### config.mk
export PLATFORM = sky130hd
export DESIGN_NAME = scalar_kalman_filter_core
export DESIGN_NICKNAME = d
export VERILOG_FILES = /design/src/rtl/skf_pkg.sv /design/src/rtl/scalar_kalman_filter_core.sv /design/src/rtl/skf_ctrl.sv /design/src/rtl/skf_dp.sv
export SDC_FILE = /design/constraint.sdc
export NUM_CORES = 2
export LEC_CHECK = 0
export BUFFER_PORTS_ARGS = -buffer_cell sky130_fd_sc_hd__buf_2
export CAP_MARGIN = 15
export CORE_UTILIZATION = 40
export CTS_CLUSTER_DIAMETER = 50
export DETAILED_ROUTE_END_ITERATION = 12
export GPL_ROUTABILITY_DRIVEN = 0
export PLACE_DENSITY = 0.55
export SETUP_SLACK_MARGIN = 0.5
export SLEW_MARGIN = 40
export SYNTH_ARGS = -nofsm -noshare
export SYNTH_HDL_FRONTEND = slang
export SYNTH_HIERARCHICAL = 1
export SYNTH_SLANG_ARGS = --single-unit
export TNS_END_PERCENT = 100
### constraint.sdc
create_clock -name clk -period 12.2 [get_ports clk]
set_input_delay 1.83 -clock clk [delete_from_list [all_inputs] [get_ports clk]]
set_output_delay 1.83 -clock clk [all_outputs]
set_load 0.02 [all_outputs]
### src/rtl/skf_pkg.sv
package skf_pkg;

  localparam int unsigned DataW  = 32;
  localparam int unsigned CovW   = 31;
  localparam int unsigned GainW  = 17;
  localparam int unsigned QuoW   = 17;
  localparam int unsigned DenW   = 32;
  localparam int unsigned DivCntW = 5;
  localparam logic [GainW-1:0] GainOne = 17'd65536;
  localparam logic [GainW-1:0] HalfQ16 = 17'd32768;

  localparam logic [1:0] CfgProcNoise = 2'd0;
  localparam logic [1:0] CfgMeasNoise = 2'd1;
  localparam logic [1:0] CfgInitEst   = 2'd2;
  localparam logic [1:0] CfgInitCov   = 2'd3;

  typedef struct packed {
    logic load;
    logic prep;
    logic div_step;
    logic mul_est;
    logic finish;
  } skf_cmd_t;

  typedef struct packed {
    logic skip;
    logic div_last;
  } skf_sts_t;

endpackage

### src/rtl/scalar_kalman_filter_core.sv
// steps per request: load, prep, a radix-2 gain divider giving the 17-bit quotient a bit per step,
//   multiply and update; the divide, multiply and update are skipped when the error flag is set
//   or the divisor is zero; a new request is taken only after the previous result is accepted
// reset: synchronous active-low; configuration registers return to their default values,
//   estimate and covariance reset to those same defaults and the error clears
module scalar_kalman_filter_core
  import skf_pkg::*;
(
  input  logic             clk,
  input  logic             rst_n,
  input  logic             cfg_we,
  input  logic [1:0]       cfg_index,
  input  logic [DataW-1:0] cfg_data,
  input  logic             in_valid,
  output logic             in_stall,
  input  logic [DataW-1:0] in_measurement,
  input  logic             in_restart,
  output logic             out_valid,
  input  logic             out_stall,
  output logic [DataW-1:0] out_estimate,
  output logic [GainW-1:0] out_gain,
  output logic             out_numeric_error
);

  skf_cmd_t cmd;
  skf_sts_t sts;

  skf_ctrl u_ctrl (
    .clk, .rst_n, .in_valid, .in_stall, .out_valid, .out_stall, .sts, .cmd
  );

  skf_dp u_dp (
    .clk, .rst_n, .cfg_we, .cfg_index, .cfg_data,
    .in_meas(in_measurement), .in_restart, .cmd, .sts,
    .est_o(out_estimate), .gain_o(out_gain), .err_o(out_numeric_error)
  );

  a_gain_range: assert property (@(posedge clk) disable iff (!rst_n)
    out_valid |-> (out_gain <= GainOne))
    else $error("gain above one");

  a_err_no_gain: assert property (@(posedge clk) disable iff (!rst_n)
    (out_valid && out_numeric_error) |-> (out_gain == '0))
    else $error("gain reported with error set");

  a_busy_excl: assert property (@(posedge clk) disable iff (!rst_n)
    out_valid |-> in_stall)
    else $error("input open while result pending");

endmodule

### src/rtl/skf_ctrl.sv
module skf_ctrl
  import skf_pkg::*;
(
  input  logic     clk,
  input  logic     rst_n,
  input  logic     in_valid,
  output logic     in_stall,
  output logic     out_valid,
  input  logic     out_stall,
  input  skf_sts_t sts,
  output skf_cmd_t cmd
);

  typedef enum logic [5:0] {
    S_IDLE = 6'b000001,
    S_PREP = 6'b000010,
    S_DIV  = 6'b000100,
    S_MUL  = 6'b001000,
    S_FIN  = 6'b010000,
    S_OUT  = 6'b100000
  } state_t;

  state_t state_r, state_nxt;

  assign in_stall  = (state_r != S_IDLE);
  assign out_valid = (state_r == S_OUT);

  always_comb begin
    state_nxt = state_r;
    cmd = '0;
    unique case (state_r)
      S_IDLE: begin
        if (in_valid) begin
          cmd.load = 1'b1;
          state_nxt = S_PREP;
        end
      end
      S_PREP: begin
        cmd.prep = 1'b1;
        state_nxt = S_DIV;
      end
      S_DIV: begin
        if (sts.skip) begin
          cmd.finish = 1'b1;
          state_nxt = S_OUT;
        end else begin
          cmd.div_step = 1'b1;
          if (sts.div_last) state_nxt = S_MUL;
        end
      end
      S_MUL: begin
        cmd.mul_est = 1'b1;
        state_nxt = S_FIN;
      end
      S_FIN: begin
        cmd.finish = 1'b1;
        state_nxt = S_OUT;
      end
      S_OUT: begin
        if (!out_stall) state_nxt = S_IDLE;
      end
      default: state_nxt = S_IDLE;
    endcase
  end

  always_ff @(posedge clk) begin
    if (!rst_n) state_r <= S_IDLE;
    else state_r <= state_nxt;
  end

endmodule

### src/rtl/skf_dp.sv
module skf_dp
  import skf_pkg::*;
(
  input  logic              clk,
  input  logic              rst_n,
  input  logic              cfg_we,
  input  logic [1:0]        cfg_index,
  input  logic [DataW-1:0]  cfg_data,
  input  logic [DataW-1:0]  in_meas,
  input  logic              in_restart,
  input  skf_cmd_t          cmd,
  output skf_sts_t          sts,
  output logic [DataW-1:0]  est_o,
  output logic [GainW-1:0]  gain_o,
  output logic              err_o
);

  logic [CovW-1:0]    q_r, r_r, p0_r;
  logic [DataW-1:0]   x0_r;
  logic [DataW-1:0]   x_r, x_nxt;
  logic [CovW-1:0]    p_r, p_nxt;
  logic               err_r, err_nxt;
  logic [DataW-1:0]   meas_r;
  logic [CovW-1:0]    p1_r;
  logic [DenW-1:0]    den_r;
  logic [DenW:0]      rem_r;
  logic [QuoW-1:0]    quo_r;
  logic [DivCntW-1:0] cnt_r;
  logic               skip_r;
  logic [GainW-1:0]   gain_r;
  logic [DataW-1:0]   out_est_r;
  logic [GainW-1:0]   out_gain_r;
  logic               out_err_r;
  logic signed [50:0] prod_r;
  logic [47:0]        cprod_r;

  logic [CovW:0]      psum;
  logic [CovW-1:0]    p1_sat;
  logic [DenW:0]      rem_sh, rem_sub;
  logic               fits;
  logic [QuoW-1:0]    quo_nxt;
  logic [GainW-1:0]   k_fin;
  logic signed [DataW:0] diff;
  logic signed [50:0] prod;
  logic [47:0]        cprod;
  logic signed [34:0] delta;
  logic signed [34:0] xsum;
  logic [DataW-1:0]   xsat;

  always_ff @(posedge clk) begin
    if (!rst_n) begin
      q_r  <= CovW'(6554);
      r_r  <= CovW'(6554);
      x0_r <= DataW'(327680);
      p0_r <= CovW'(6554);
    end else if (cfg_we) begin
      unique case (cfg_index)
        CfgProcNoise: q_r  <= cfg_data[CovW-1:0];
        CfgMeasNoise: r_r  <= cfg_data[CovW-1:0];
        CfgInitEst:   x0_r <= cfg_data;
        CfgInitCov:   p0_r <= cfg_data[CovW-1:0];
        default: ;
      endcase
    end
  end

  assign psum   = {1'b0, p_r} + {1'b0, q_r};
  assign p1_sat = psum[CovW] ? {CovW{1'b1}} : psum[CovW-1:0];

  assign fits    = (rem_r >= {1'b0, den_r});
  assign rem_sub = fits ? (rem_r - {1'b0, den_r}) : rem_r;
  assign rem_sh  = {rem_sub[DenW-1:0], 1'b0};
  assign quo_nxt = {quo_r[QuoW-2:0], fits};

  assign k_fin = (quo_r > GainOne) ? GainOne : quo_r;
  assign diff  = $signed({meas_r[DataW-1], meas_r}) - $signed({x_r[DataW-1], x_r});
  assign prod  = $signed({1'b0, k_fin}) * diff + 51'sd32768;
  assign cprod = 48'(GainOne - k_fin) * 48'(p1_r) + 48'(HalfQ16);
  assign delta = prod_r[50:16];
  assign xsum  = $signed({{3{x_r[DataW-1]}}, x_r}) + delta;
  assign xsat  = (xsum > 35'sd2147483647) ? 32'h7fffffff :
                 (xsum < -35'sd2147483648) ? 32'h80000000 : xsum[DataW-1:0];

  assign sts.skip     = skip_r;
  assign sts.div_last = (cnt_r == DivCntW'(QuoW - 1));

  always_comb begin
    x_nxt = x_r;
    p_nxt = p_r;
    err_nxt = err_r;
    if (cmd.load && in_restart) begin
      x_nxt = x0_r;
      p_nxt = p0_r;
      err_nxt = 1'b0;
    end
    if (cmd.prep && !err_r) begin
      p_nxt = p1_sat;
      if (({1'b0, p1_sat} + {1'b0, r_r}) == '0) err_nxt = 1'b1;
    end
    if (cmd.finish && !skip_r) begin
      x_nxt = xsat;
      p_nxt = cprod_r[46:16];
    end
  end

  always_ff @(posedge clk) begin
    if (!rst_n) begin
      x_r   <= DataW'(327680);
      p_r   <= CovW'(6554);
      err_r <= 1'b0;
    end else begin
      if (cmd.load && in_restart) begin
        x_r <= x0_r;
      end else begin
        x_r <= x_nxt;
      end
      p_r   <= p_nxt;
      err_r <= err_nxt;
    end
  end

  always_ff @(posedge clk) begin
    if (cmd.load) meas_r <= in_meas;
    if (cmd.prep) begin
      skip_r <= err_r || (({1'b0, p1_sat} + {1'b0, r_r}) == '0);
      p1_r   <= p1_sat;
      den_r  <= {1'b0, p1_sat} + {1'b0, r_r};
      rem_r  <= {2'b0, p1_sat};
      quo_r  <= '0;
      cnt_r  <= '0;
    end
    if (cmd.div_step) begin
      rem_r <= rem_sh;
      quo_r <= quo_nxt;
      cnt_r <= cnt_r + 1'b1;
    end
    if (cmd.mul_est) begin
      prod_r  <= prod;
      cprod_r <= cprod;
      gain_r  <= k_fin;
    end
    if (cmd.finish) begin
      out_est_r  <= skip_r ? x_r : xsat;
      out_gain_r <= skip_r ? '0 : gain_r;
      out_err_r  <= err_nxt;
    end
  end

  assign est_o  = out_est_r;
  assign gain_o = out_gain_r;
  assign err_o  = out_err_r;

endmodule

==> insert_results.sql <==
INSERT INTO impl_metrics (metric_group, metric, value, unit) VALUES
('synthesis', 'synth.most_common_cell', 'inv_1', ''),
('floorplanning', 'initial_core_utilization', '0.405', ''),
('synthesis', 'postSynthCellCount', '6820', ''),
('clock_network', 'clk_pin_slew_worst_paths', '60', 'ps'),
('clock_network', 'post_cts_resized', '0', ''),
('cells_and_area', 'final.fill_count', '15063', ''),
('setup_path', 'crit_arrival', '11210', 'ps'),
('synthesis', 'synth_seq_area_share', '0.201', ''),
('floorplanning', 'die_height', '395', 'µm'),
('synthesis', 'ys.warnings.count', '6', ''),
('floorplanning', 'rows', '143', ''),
('pwr', 'p_sw', '8.11', 'mW'),
('setup_path', 'r2r_end', 'u_dp/prod_r[50]$_DFFE_PP_', ''),
('setup_path', 'critical_path.reg2reg.startpoint', 'u_dp/meas_r[0]$_DFFE_PP_', ''),
('sta', 'max_freq', '92.3', 'MHz'),
('sta', 'worst_clock_skew', '32.5', 'ps'),
('clock_network', 'cts_root_buffer', 'clkbuf_16', ''),
('global_routing', 'grt_pass1_vias', '48389', ''),
('sta', 'tightest_slew_margin_relative_to_the_limit', '0.400', ''),
('synthesis', 'synth.area.top_cells', 'fa_1 33%, edfxtp_1 14%, ha_1 9.1%', ''),
('pwr', 'vdd_drop_max', '0.341', 'mV'),
('setup_path', 'timing.critical_path.slowest_stage_cell', 'and2_0', ''),
('routing', 'drt_pass1_iterations', '5', ''),
('global_routing', 'groute.usage.overall', '0.238', ''),
('hold_path', 'min_from', 'u_dp/cprod_r[19]$_DFFE_PP_', ''),
('synthesis', 'synth_enable_flop_cells', '283', ''),
('routing', 'drt-total-wl', '184000', 'µm'),
('synthesis', 'synth_top_area_frac', '0.325', ''),
('placed_design', 'placedInstanceArea', '0.0652', 'mm²'),
('sta', 'transition_at_the_pin_with_the_smallest_max_transition_slack', '900', 'ps'),
('setup_path', 'required', '12570', 'ps'),
('routing', 'number_of_nets_with_antenna_violations_after_detailed_routing', '0', ''),
('clock_network', 'post_cts_setup_repair_buffer_count', '0', ''),
('sta', 'setup_total_negative_slack', '0', 'ps'),
('setup_path', 'critical_path_buf_inv_count', '7', ''),
('pwr', 'sw_frac_of_total', '0.485', ''),
('clock_network', 'clock_tree.buffer_depth', '3', ''),
('pwr', 'power.share.clock', '0.111', ''),
('sta', 'final.period_utilization', '0.888', ''),
('setup_path', 'endpoint_kind', 'flop', ''),
('pwr', 'power.internal', '8.60', 'mW'),
('pwr', 'power.sequential.fraction', '0.148', ''),
('hold_path', 'hold_path_class', 'reg -> reg', ''),
('synthesis', 'ys_types', '103', ''),
('clock_network', 'cts_made_buffers', '59', ''),
('routing', 'vias_per_cell', '5.17', ''),
('cells_and_area', 'design_area', '0.0674', 'mm²'),
('synthesis', 'postSynthAreaPerCell', '9.06', 'µm²'),
('sta', 'final-max-slew-violation-count', '0', ''),
('routing', 'drc_errors', '0', ''),
('sta', 'setup_viol', '0', ''),
('clock_network', 'numClockSinks', '479', ''),
('run_status', 'run_status', 'finished clean', ''),
('synthesis', 'syn-cell-area', '0.0618', 'mm²'),
('setup_path', 'critPathTopFamily', 'compound AO/OA/AOI/OAI gates', ''),
('floorplanning', 'fp.dieArea', '0.156', 'mm²'),
('cells_and_area', 'final_standard_cell_utilization_of_the_core', '0.441', ''),
('pwr', 'power_after_layout', '16.7', 'mW'),
('synthesis', 'netlist_top_cells_count', '1308 x inv_1, 1263 x nand2_1, 1004 x fa_1', ''),
('synthesis', 'yosysTopAreaCell', 'fa_1', ''),
('setup_path', 'crit_fanout', '8', ''),
('global_routing', 'global_route_wire_length_before_repair', '287000', 'µm'),
('cells_and_area', 'layout.nets', '8387', ''),
('synthesis', 'ys_seq_elements', '479', ''),
('clock_network', 'clock_tree_from_tritoncts', 'built', ''),
('clock_network', 'cts_max_level', '2', ''),
('setup_path', 'cpPeakStageDelay', '560', 'ps'),
('placed_design', 'placed_cells', '8828', ''),
('placed_design', 'port_buffers', '123', ''),
('routing', 'detail_route.wl_per_cell', '20.6', 'µm'),
('pwr', 'power.share.combinational', '0.741', '');
-- cell families (layout without fill, tap and decap cells) --
| family | Yosys count | count (layout) | share of synthesized area |
|---|---|---|---|
| buffers and inverters | 1617 | 1683 | 0.0988 |
| xor gates and xnor gates | 215 | 215 | 0.0306 |
| muxes | 11 | 11 | 0.00178 |
| AOI/OAI and AO/OA | 911 | 911 | 0.0973 |
| DFF | 479 | 479 | 0.201 |
| adders and majority gates | 1451 | 1451 | 0.416 |
| and+or+nand+nor | 2134 | 2134 | 0.154 |
| other | 2 | 31 | 0.000122 |
-- area by class of cell --
cell class	instances	area (µm²)	area share
antenna	1	2.50	0.0000371
clock inverter	40	509	0.00756
inverter	1311	4920	0.0731
clock buffer	71	1570	0.0233
tap	2030	2540	0.0377
timing repair buffer	261	1730	0.0257
multi-input combinational	4752	43700	0.648
sequential	479	12400	0.184
-- power groups by stage --
stage / combinational (mW) / clock [mW] / sequential, mW
finish: 12.4 / 1.86 / 2.47
CTS: 12.5 / 1.89 / 2.47
global route: 13.9 / 1.96 / 2.47
global placement: 12.3 / 0 / 2.51
detailed placement: 12.4 / 0 / 2.50
floorplan: 8.76 / 0 / 2.48
-- stage by stage --
stage	worst slack [ps]	hold WS, ps
global placement	1610	446
global route	714	481
floorplan	2830	434
CTS	1390	459
finish	1360	457
detailed placement	1440	452
-- flip-flops by register name, summed over array words and instances, names as in the netlist, 31 cells and up --
name / cells
u_dp/den_r: 32
u_dp/x_r: 32
u_dp/p_r: 31
u_dp/p0_r: 31
u_dp/est_o: 32
u_dp/rem_r: 33
u_dp/r_r: 31
u_dp/meas_r: 32
u_dp/prod_r: 35
u_dp/p1_r: 31
u_dp/q_r: 31
u_dp/x0_r: 32
u_dp/cprod_r: 31
-- worst max-delay path by stage --
stage	startpoint	end	slack [ps]	cells after the start
detailed placement	u_dp/meas_r[0]$_DFFE_PP_	u_dp/prod_r[50]$_DFFE_PP_	1440	39
CTS	u_dp/meas_r[0]$_DFFE_PP_	u_dp/prod_r[50]$_DFFE_PP_	1390	39
global placement	u_dp/meas_r[0]$_DFFE_PP_	u_dp/prod_r[50]$_DFFE_PP_	1610	39
finish	u_dp/meas_r[0]$_DFFE_PP_	u_dp/prod_r[50]$_DFFE_PP_	1360	39
global route	u_dp/meas_r[0]$_DFFE_PP_	u_dp/prod_r[50]$_DFFE_PP_	710	39
floorplan	u_dp/meas_r[0]$_DFFE_PP_	u_dp/prod_r[50]$_DFFE_PP_	2830	39
-- cell usage in the layout (no fill, tap or decap), drive strengths merged, types with 24 or more instances in the layout --
cell    netlist  routed
a21boi      126     126
a21o        106     106
a21oi       218     218
a31oi        30      30
and2        230     230
buf          36     260
clkbuf      270      72
conb          2      30
dfxtp       196     196
edfxtp      283     283
fa         1004    1004
ha          447     447
inv        1308    1317
nand2      1263    1263
nand2b       53      53
nand3        73      73
nor2        259     259
nor2b        68      68
nor3         51      51
o211ai       24      24
o21a         41      41
o21ai       195     195
xnor2       160     160
xor2         55      55
-- worst min-delay path, cell delays in order, from the launching register on --
cell and delay (ps):
edfxtp_1 320, nand2_1 40, nand3_1 60
-- layer usage --
layer	up-vias	track usage	routed length [µm]
met3	244	0.0305	9570
met4	2	0.0704	5890
met2	1165	0.405	89300
li1	21332	-	-
met5	-	0	13
met1	23499	0.316	79200
(Power assumes the default switching activity.)
